$ cat src/hw/rtl/aging_address_map_table_top_assert.svh
// Assertion macros for the table RTL.
// Each macro holds one concurrent assertion, clocked on clock and
// disabled while reset is high.
`ifndef AGING_ADDRESS_MAP_TABLE_TOP_ASSERT_SVH
`define AGING_ADDRESS_MAP_TABLE_TOP_ASSERT_SVH

// Same-cycle implication.
`define AAMT_ASSERT_IMP(lbl, ante, cons) \
   lbl: assert property (@(posedge clock) disable iff (reset) (ante) |-> (cons)) \
      else $error("aamt assertion failed");

// Next-cycle implication.
`define AAMT_ASSERT_NEXT(lbl, ante, cons) \
   lbl: assert property (@(posedge clock) disable iff (reset) (ante) |=> (cons)) \
      else $error("aamt assertion failed");

`endif

$ cat src/hw/rtl/aamt_pkg.sv
// ----------------------------------------------------------------------------
// aamt_pkg
// Types and codes shared by the aging address map table modules.
// ----------------------------------------------------------------------------
package aamt_pkg;

   // Command codes of the request channel.
   localparam logic [1:0] CMD_UPDATE = 2'd0;
   localparam logic [1:0] CMD_LOOKUP = 2'd1;
   localparam logic [1:0] CMD_TICK   = 2'd2;

   // Status codes of the response channel.
   localparam logic [2:0] ST_HIT      = 3'd0;
   localparam logic [2:0] ST_MISS     = 3'd1;
   localparam logic [2:0] ST_INSERTED = 3'd2;
   localparam logic [2:0] ST_SAME     = 3'd3;
   localparam logic [2:0] ST_CHANGED  = 3'd4;
   localparam logic [2:0] ST_FULL     = 3'd5;
   localparam logic [2:0] ST_TICK     = 3'd6;

   localparam logic [15:0] LIFETIME_RESET = 16'd30000;
   localparam logic [6:0]  EXPIRED_MAX    = 7'd127;

   typedef struct packed {
      logic [1:0]  command;
      logic [31:0] ip_key;
      logic [47:0] host_vid;
      logic [47:0] iface_vid;
      logic [47:0] host_mac;
   } req_type;

   typedef struct packed {
      logic [2:0]  status;
      logic [47:0] found_host_vid;
      logic [47:0] found_iface_vid;
      logic [47:0] found_host_mac;
      logic [6:0]  expired_count;
   } rsp_type;

   // Classified operation handed from the front end to the engine.
   typedef enum logic [1:0] {
      OP_UPDATE,
      OP_LOOKUP,
      OP_TICK,
      OP_NONE
   } op_type;

   typedef struct packed {
      op_type      op;
      logic [31:0] ip_key;
      logic [47:0] host_vid;
      logic [47:0] iface_vid;
      logic [47:0] host_mac;
   } cmd_type;

   // One table slot as held in memory.
   typedef struct packed {
      logic        valid;
      logic [15:0] life_left;
      logic [31:0] key;
      logic [47:0] host_vid;
      logic [47:0] iface_vid;
      logic [47:0] host_mac;
   } entry_type;

   typedef enum logic [2:0] {
      ENG_CLEAR,
      ENG_IDLE,
      ENG_SCAN,
      ENG_COMMIT,
      ENG_DONE
   } eng_state_type;

endpackage

$ cat src/hw/rtl/aamt_front.sv
// ----------------------------------------------------------------------------
// aamt_front
// Accepts request transactions, classifies the command and queues them
// for the table engine in a two-entry queue.
// ----------------------------------------------------------------------------
module aamt_front
   import aamt_pkg::*;
(
   input  logic    clock,
   input  logic    reset,
   input  logic    req_push,
   input  req_type req_data,
   input  logic    hold_off,
   output logic    req_full,
   output logic    cmd_valid,
   output cmd_type cmd_data,
   input  logic    cmd_pop
);

   cmd_type     queue_ff [2];
   logic        wr_ptr_ff, wr_ptr_in;
   logic        rd_ptr_ff, rd_ptr_in;
   logic [1:0]  count_ff, count_in;
   logic        accept;
   logic        take;
   cmd_type     classified;

   // Map the command code to an operation.
   always_comb begin
      classified.ip_key    = req_data.ip_key;
      classified.host_vid  = req_data.host_vid;
      classified.iface_vid = req_data.iface_vid;
      classified.host_mac  = req_data.host_mac;
      unique case (req_data.command)
         CMD_UPDATE: classified.op = OP_UPDATE;
         CMD_LOOKUP: classified.op = OP_LOOKUP;
         CMD_TICK:   classified.op = OP_TICK;
         default:    classified.op = OP_NONE;
      endcase
   end

   // Queue handshake and pointers.
   assign req_full  = (count_ff == 2'd2) || hold_off;
   assign accept    = req_push && !req_full;
   assign cmd_valid = (count_ff != 2'd0);
   assign take      = cmd_pop && cmd_valid;
   assign cmd_data  = queue_ff[rd_ptr_ff];

   always_comb begin
      wr_ptr_in = accept ? !wr_ptr_ff : wr_ptr_ff;
      rd_ptr_in = take ? !rd_ptr_ff : rd_ptr_ff;
      count_in  = count_ff + {1'b0, accept} - {1'b0, take};
   end

   always_ff @(posedge clock) begin
      if (reset) begin
         wr_ptr_ff <= 1'b0;
         rd_ptr_ff <= 1'b0;
         count_ff  <= 2'd0;
      end else begin
         wr_ptr_ff <= wr_ptr_in;
         rd_ptr_ff <= rd_ptr_in;
         count_ff  <= count_in;
      end
   end

   // Queue storage.
   always_ff @(posedge clock) begin
      if (accept) begin
         queue_ff[wr_ptr_ff] <= classified;
      end
   end

endmodule

$ cat config.mk
export PLATFORM = sky130hd
export DESIGN_NAME = aamt_front
export DESIGN_NICKNAME = d
export VERILOG_FILES = /design/src/hw/rtl/aging_address_map_table_top_assert.svh /design/src/hw/rtl/aamt_pkg.sv /design/src/hw/rtl/aamt_front.sv
export SDC_FILE = /design/constraint.sdc
export NUM_CORES = 1
export LEC_CHECK = 0
export ABC_AREA = 1
export BUFFER_PORTS_ARGS = -buffer_cell sky130_fd_sc_hd__buf_2
export CAP_MARGIN = 20
export CORE_MARGIN = 10
export CORE_UTILIZATION = 30
export CTS_CLUSTER_DIAMETER = 30
export DETAILED_ROUTE_END_ITERATION = 7
export SLEW_MARGIN = 20
export SYNTH_ARGS = -nofsm -noshare
export SYNTH_HDL_FRONTEND = slang
export SYNTH_SLANG_ARGS = --single-unit
$ cat constraint.sdc
create_clock -name clock -period 9.3 [get_ports clock]
set_input_delay 0.465 -clock clock [delete_from_list [all_inputs] [get_ports clock]]
set_output_delay 0.465 -clock clock [all_outputs]
set_load 0.005 [all_outputs]
Word level (Yosys, flattened, before mapping)
Memory sizes are Yosys's and may differ from the RTL's. A register that Yosys moved wholly into a read port is not among the register bits.
Index checks and enable logic that the tools add are counted.
W data, S select, Z words.
{ "word_totals": {"ramBits": 356, "output_inout_bits": 180, "mem_count": 1, "regBits": 4, "in_bits": 183} }
{ "memory_table": {"columns": ["memory", "words", "word_bits", "read_ports", "rd_ports_with_merged_regs", "wr", "line", "rtl"], "rows": [
  ["queue_ff", 2, 178, 1, 1, 1, "aamt_front.sv:20", "cmd_type queue_ff [2];"]
]} }
{ "op_classes": {"eq_ne": 3, "n_reduce_logical": 8, "n_mux": 5, "addsub": 2} }
{ "ops": {"columns": ["operator", "n"], "rows": [
  ["$pmux W2 S3", 1],
  ["$eq A2 B2 Y1 const B", 2],
  ["$mux W1", 4],
  ["$logic_not A1 Y1", 3],
  ["$add A2 B1 Y2", 1],
  ["$eq A2 B1 Y1 const B", 1],
  ["$logic_and A1 B1 Y1", 2],
  ["$logic_not A2 Y1", 1],
  ["$reduce_bool A2 Y1", 1],
  ["$sub A2 B1 Y2", 1],
  ["$logic_or A1 B1 Y1", 1]
]} }

Depth between registers and ports, before layout
{ "depth": {"depth_word": 6, "ltp_mapped": 11, "depth_no_buf": 11} }

Least setup slack after synthesis
No wires, ideal clock.
{ "synth_timing": {"path_kind": "input to register", "startpoint": "input hold_off", "endpoint": "memory queue_ff[0][0] (netlist bit), enable pin", "n_path_buf": 0, "arrival_time_ps": 8047, "slack_ps": 534, "required_ps": 8581, "setup_time_ps": 719, "path_stages": 3, "path_cell_list": "inv_1 -> nand3_1 -> nor2_1"} }
{ "synth_between": {"elab_chain_cells": 5} }
{ "synth_rtl": {"columns": ["item", "line", "rtl"], "rows": [
  ["start: declaration", "aamt_front.sv:13", "input logic hold_off,"],
  ["$logic_or A1 B1 Y1", "aamt_front.sv:43", "assign req_full = (count_ff == 2'd2) || hold_off;"],
  ["$logic_not A1 Y1", "aamt_front.sv:44", "assign accept = req_push && !req_full;"],
  ["$logic_and A1 B1 Y1", "aamt_front.sv:44", null],
  ["$mux W1", "aamt_front.sv:69", "if (accept) begin"],
  ["$mux W1 (not written as such)", "aamt_front.sv:70", "queue_ff[wr_ptr_ff] <= classified;"],
  ["end: declaration", "aamt_front.sv:20", null]
]} }
Every way passes these cells.

==> summary.txt <==
Setup path
  – Setup crit start kind: flop
  – Crit Path Class: flop to primary output
  – CP endpoint kind: primary output
  – Arrival time at the worst endpoint: 3.12 ns
  – Required @ worst endpoint: 8.84 ns
  – Reg2reg setup slack: 6.20 ns
  – Crit path max fanout: 65

Floorplan
  – Initial Utilization: 30.5%
  – Ports: 363
  – DIE WIDTH: 232 microns
  – FP Rows: 77
  – Core area: 44400 sq um
  – Die area: 54000 sq um
  – Die height: 232 microns

Pwr
  – Leak: 7.07 nW
  – Flop pwr share: 37.4%
  – Power Dens Cells: 289 nW/um^2
  – Net switching power: 0.00118 W
  – Switching share of power: 22.2%
  – Combinational fraction of design power: 14.3%
  – Power Internal: 0.00415 W
  – Maximum VDD drop: 0.000194 V
  – Clock share of power: 48.3%

CTS
  – Latest clock arrival within the worst-skew pair: 0.57 ns
  – Worst-path clk slew: 0.04 ns
  – Root Buffer Master: clkbuf_16
  – Num CTS Buffers: 77
  – Cts-stage hold buffer count: 0
  – Post-CTS setup buffers: 0
  – H-tree depth: 3
  – Clock sink count: 361
  – Clock Path Buffers: 3
  – Post-CTS sizing: 0
  – CTS tree: yes

Layout
  – Area delta synth->final: 36.2%
  – Share of layout cells above drive strength 1: 60.4%
  – Fillers: 4005
  – Non-filler cells, final: 1670
  – Layout Nets: 1207

Synth
  – Xor/xnor share of the synthesized area: 0%
  – Cell Area, Synth: 13500 sq um
  – Unique masters post-synth: 15
  – Number of enable flip-flop cells after synthesis: 356
  – Largest family of logic cells by synthesized area: multiplexers
  – Synthesized instance count: 596
  – Compound-Gate Fraction of Synth Area: 0.0924%
  – Synthesized flop and latch total: 361
  – Syn Nets: 781
  – Post-synthesis average cell area: 22.7 sq um
  – Ys Warns: 0
  – Primary FF master, synth: edfxtp_1
  – Synth Area in Adders: 0.185%
  – Sequential-to-total area share from yosys stat: 79.7%
  – Post-synth ARST share: 0%
  – Mux cell area share after synthesis: 17.6%
  – Simple-gate share of the synthesized area: 0.601%

Global route
  – GRT Residual Overflow: 0
  – First-pass GRT wire length: 45.4 mm
  – Gr usage total: 11.0%
  – Vias in the first global route: 7897
  – Largest net degree at the start of global routing: 87
  – Antenna violations before repair: 3

STA
  – RSZ-0062 raised after global routing: no
  – Maximum clock frequency: 0.279 GHz
  – Fin. max-slew vios: 0
  – Worst slew pin tran: 1.04 ns
  – Max-slew headroom: 30.9%
  – Final setup fails: 0
  – Setup total negative slack: 0 ns
  – Fin. Hold Viols: 0
  – Tmin final: 3.58 ns
  – Clock Skews: 0.0161 ns
  – Fin crit share: 38.5%

Placed design
  – Placed instance count: 1535
  – Post-DP HPWL: 21.0 mm
  – GP Congestion: 0.726
  – Buffers on Ports: 362

Route
  – Via Count: 6987
  – Via density: 4.18
  – Number of DRC markers in iteration 0: 346
  – First drt pass iteration count: 4
  – Post-Route WL: 31.0 mm
  – Remaining DRCs: 0
  – Final ANT Viol Nets: 0
  – Routed wire per std cell: 18.5 microns

Hold path
  – Worst Hold Class: input pin to flop

Run status
  – Status: complete, no violations

Run
  – Max Cap Viol: 0
==> area by class of cell <==
cell class / count / area [sq um] / share of cell area (%)
timing repair buffer: 369 / 1860 / 10.1
clock inverter: 42 / 455 / 2.47
tap: 592 / 741 / 4.02
antenna: 1 / 2.50 / 0.0136
sequential: 361 / 10800 / 58.5
clock buffer: 92 / 2030 / 11.0
multi-input combinational: 202 / 2510 / 13.6
inverter: 11 / 46.3 / 0.251
==> cells in the mapped netlist (2+ instances only) <==
cell	n	area [sq um]
edfxtp_1	356	10700
nand2_1	9	33.8
mux2_4	101	1520
buf_6	15	169
buf_2	5	25.0
ha_1	2	25.0
nand3_1	3	15.0
clkbuf_1	2	7.51
nor2_1	7	26.3
mux2_2	77	867
dfxtp_1	5	100
inv_1	11	41.3
==> power groups by stage <==
stage / Clock, W / Sequential (W) / Combinational (W)
floorplan: 0 / 0.00200 / 0.000509
global placement: 0 / 0.00202 / 0.000780
detailed placement: 0 / 0.00202 / 0.000784
CTS: 0.00264 / 0.00199 / 0.000787
global route: 0.00272 / 0.00200 / 0.000830
finish: 0.00258 / 0.00199 / 0.000762
==> worst max-delay path, cell delays in order (launching register included) <==
cell and delay (ns):
dfxtp_4 1.02, buf_4 0.94, mux2_4 0.36, buf_2 0.14
==> state kept, by name, summed over array words and instances (netlist names), named ones only <==
signal / count
wr_ptr_ff: 1
rd_ptr_ff: 1
queue_ff: 356
count_ff: 2
==> layout by cell type, fill, tap and decap left out <==
cell type   count
nor2_4          1
clkbuf_16      79
buf_2         362
mux2_2         77
nand3_1         3
clkinvlp_4      5
nand4_1         1
diode_2         1
mux2_4        101
inv_6           2
buf_4           7
nor2_1          6
clkinv_2        5
clkinv_1       20
inv_1          10
edfxtp_1      356
a21oi_1         1
nand2_1         9
o21a_1          1
bufinv_16      10
dfxtp_4         1
dfxtp_1         4
clkbuf_1       13
ha_1            2
clkinv_4        1
==> worst paths after layout <==
path,end,depth (start not counted),startpoint
hold reg to reg,flop,2,rd_ptr_ff
setup / recovery,cmd_data[130],3,flop
hold / removal,count_ff[0],2,reset
setup reg to reg,queue_ff[1][86],6,count_ff[0]
==> cell families (layout without fill, tap and decap cells) <==
kind of cell / count (synthesis) / count (layout)
flip-flops: 361 / 361
multiplexers: 178 / 178
buffers and inverters: 33 / 514
AND/OR/NAND/NOR: 20 / 20
adder cells (fa/ha/maj): 2 / 2
AO/OA/AOI/OAI: 2 / 2
other: 0 / 1
==> routing by layer <==
layer | up-vias | GRT usage, % | wire, microns
li1 | 3227 | - | -
met1 | 3433 | 12.2 | 12200
met2 | 283 | 17.8 | 15300
met3 | 42 | 5.46 | 2980
met4 | 2 | 4.27 | 529
met5 | - | 0 | 7
==> stage by stage <==
stage	area [sq um]	hold WS (ns)	setup slack, ns	power (W)	util (%)
global placement	16000	0.480	5.94	0.00280	35.9
CTS	18400	0.0167	5.58	0.00542	41.5
finish	18400	0.0613	5.72	0.00533	41.5
global route	18400	0.0351	5.48	0.00555	41.5
floorplan	13500	0.451	0.534	0.00251	-
detailed placement	16000	0.486	5.96	0.00281	35.9
No activity file was read; power rests on OpenSTA's default activity.
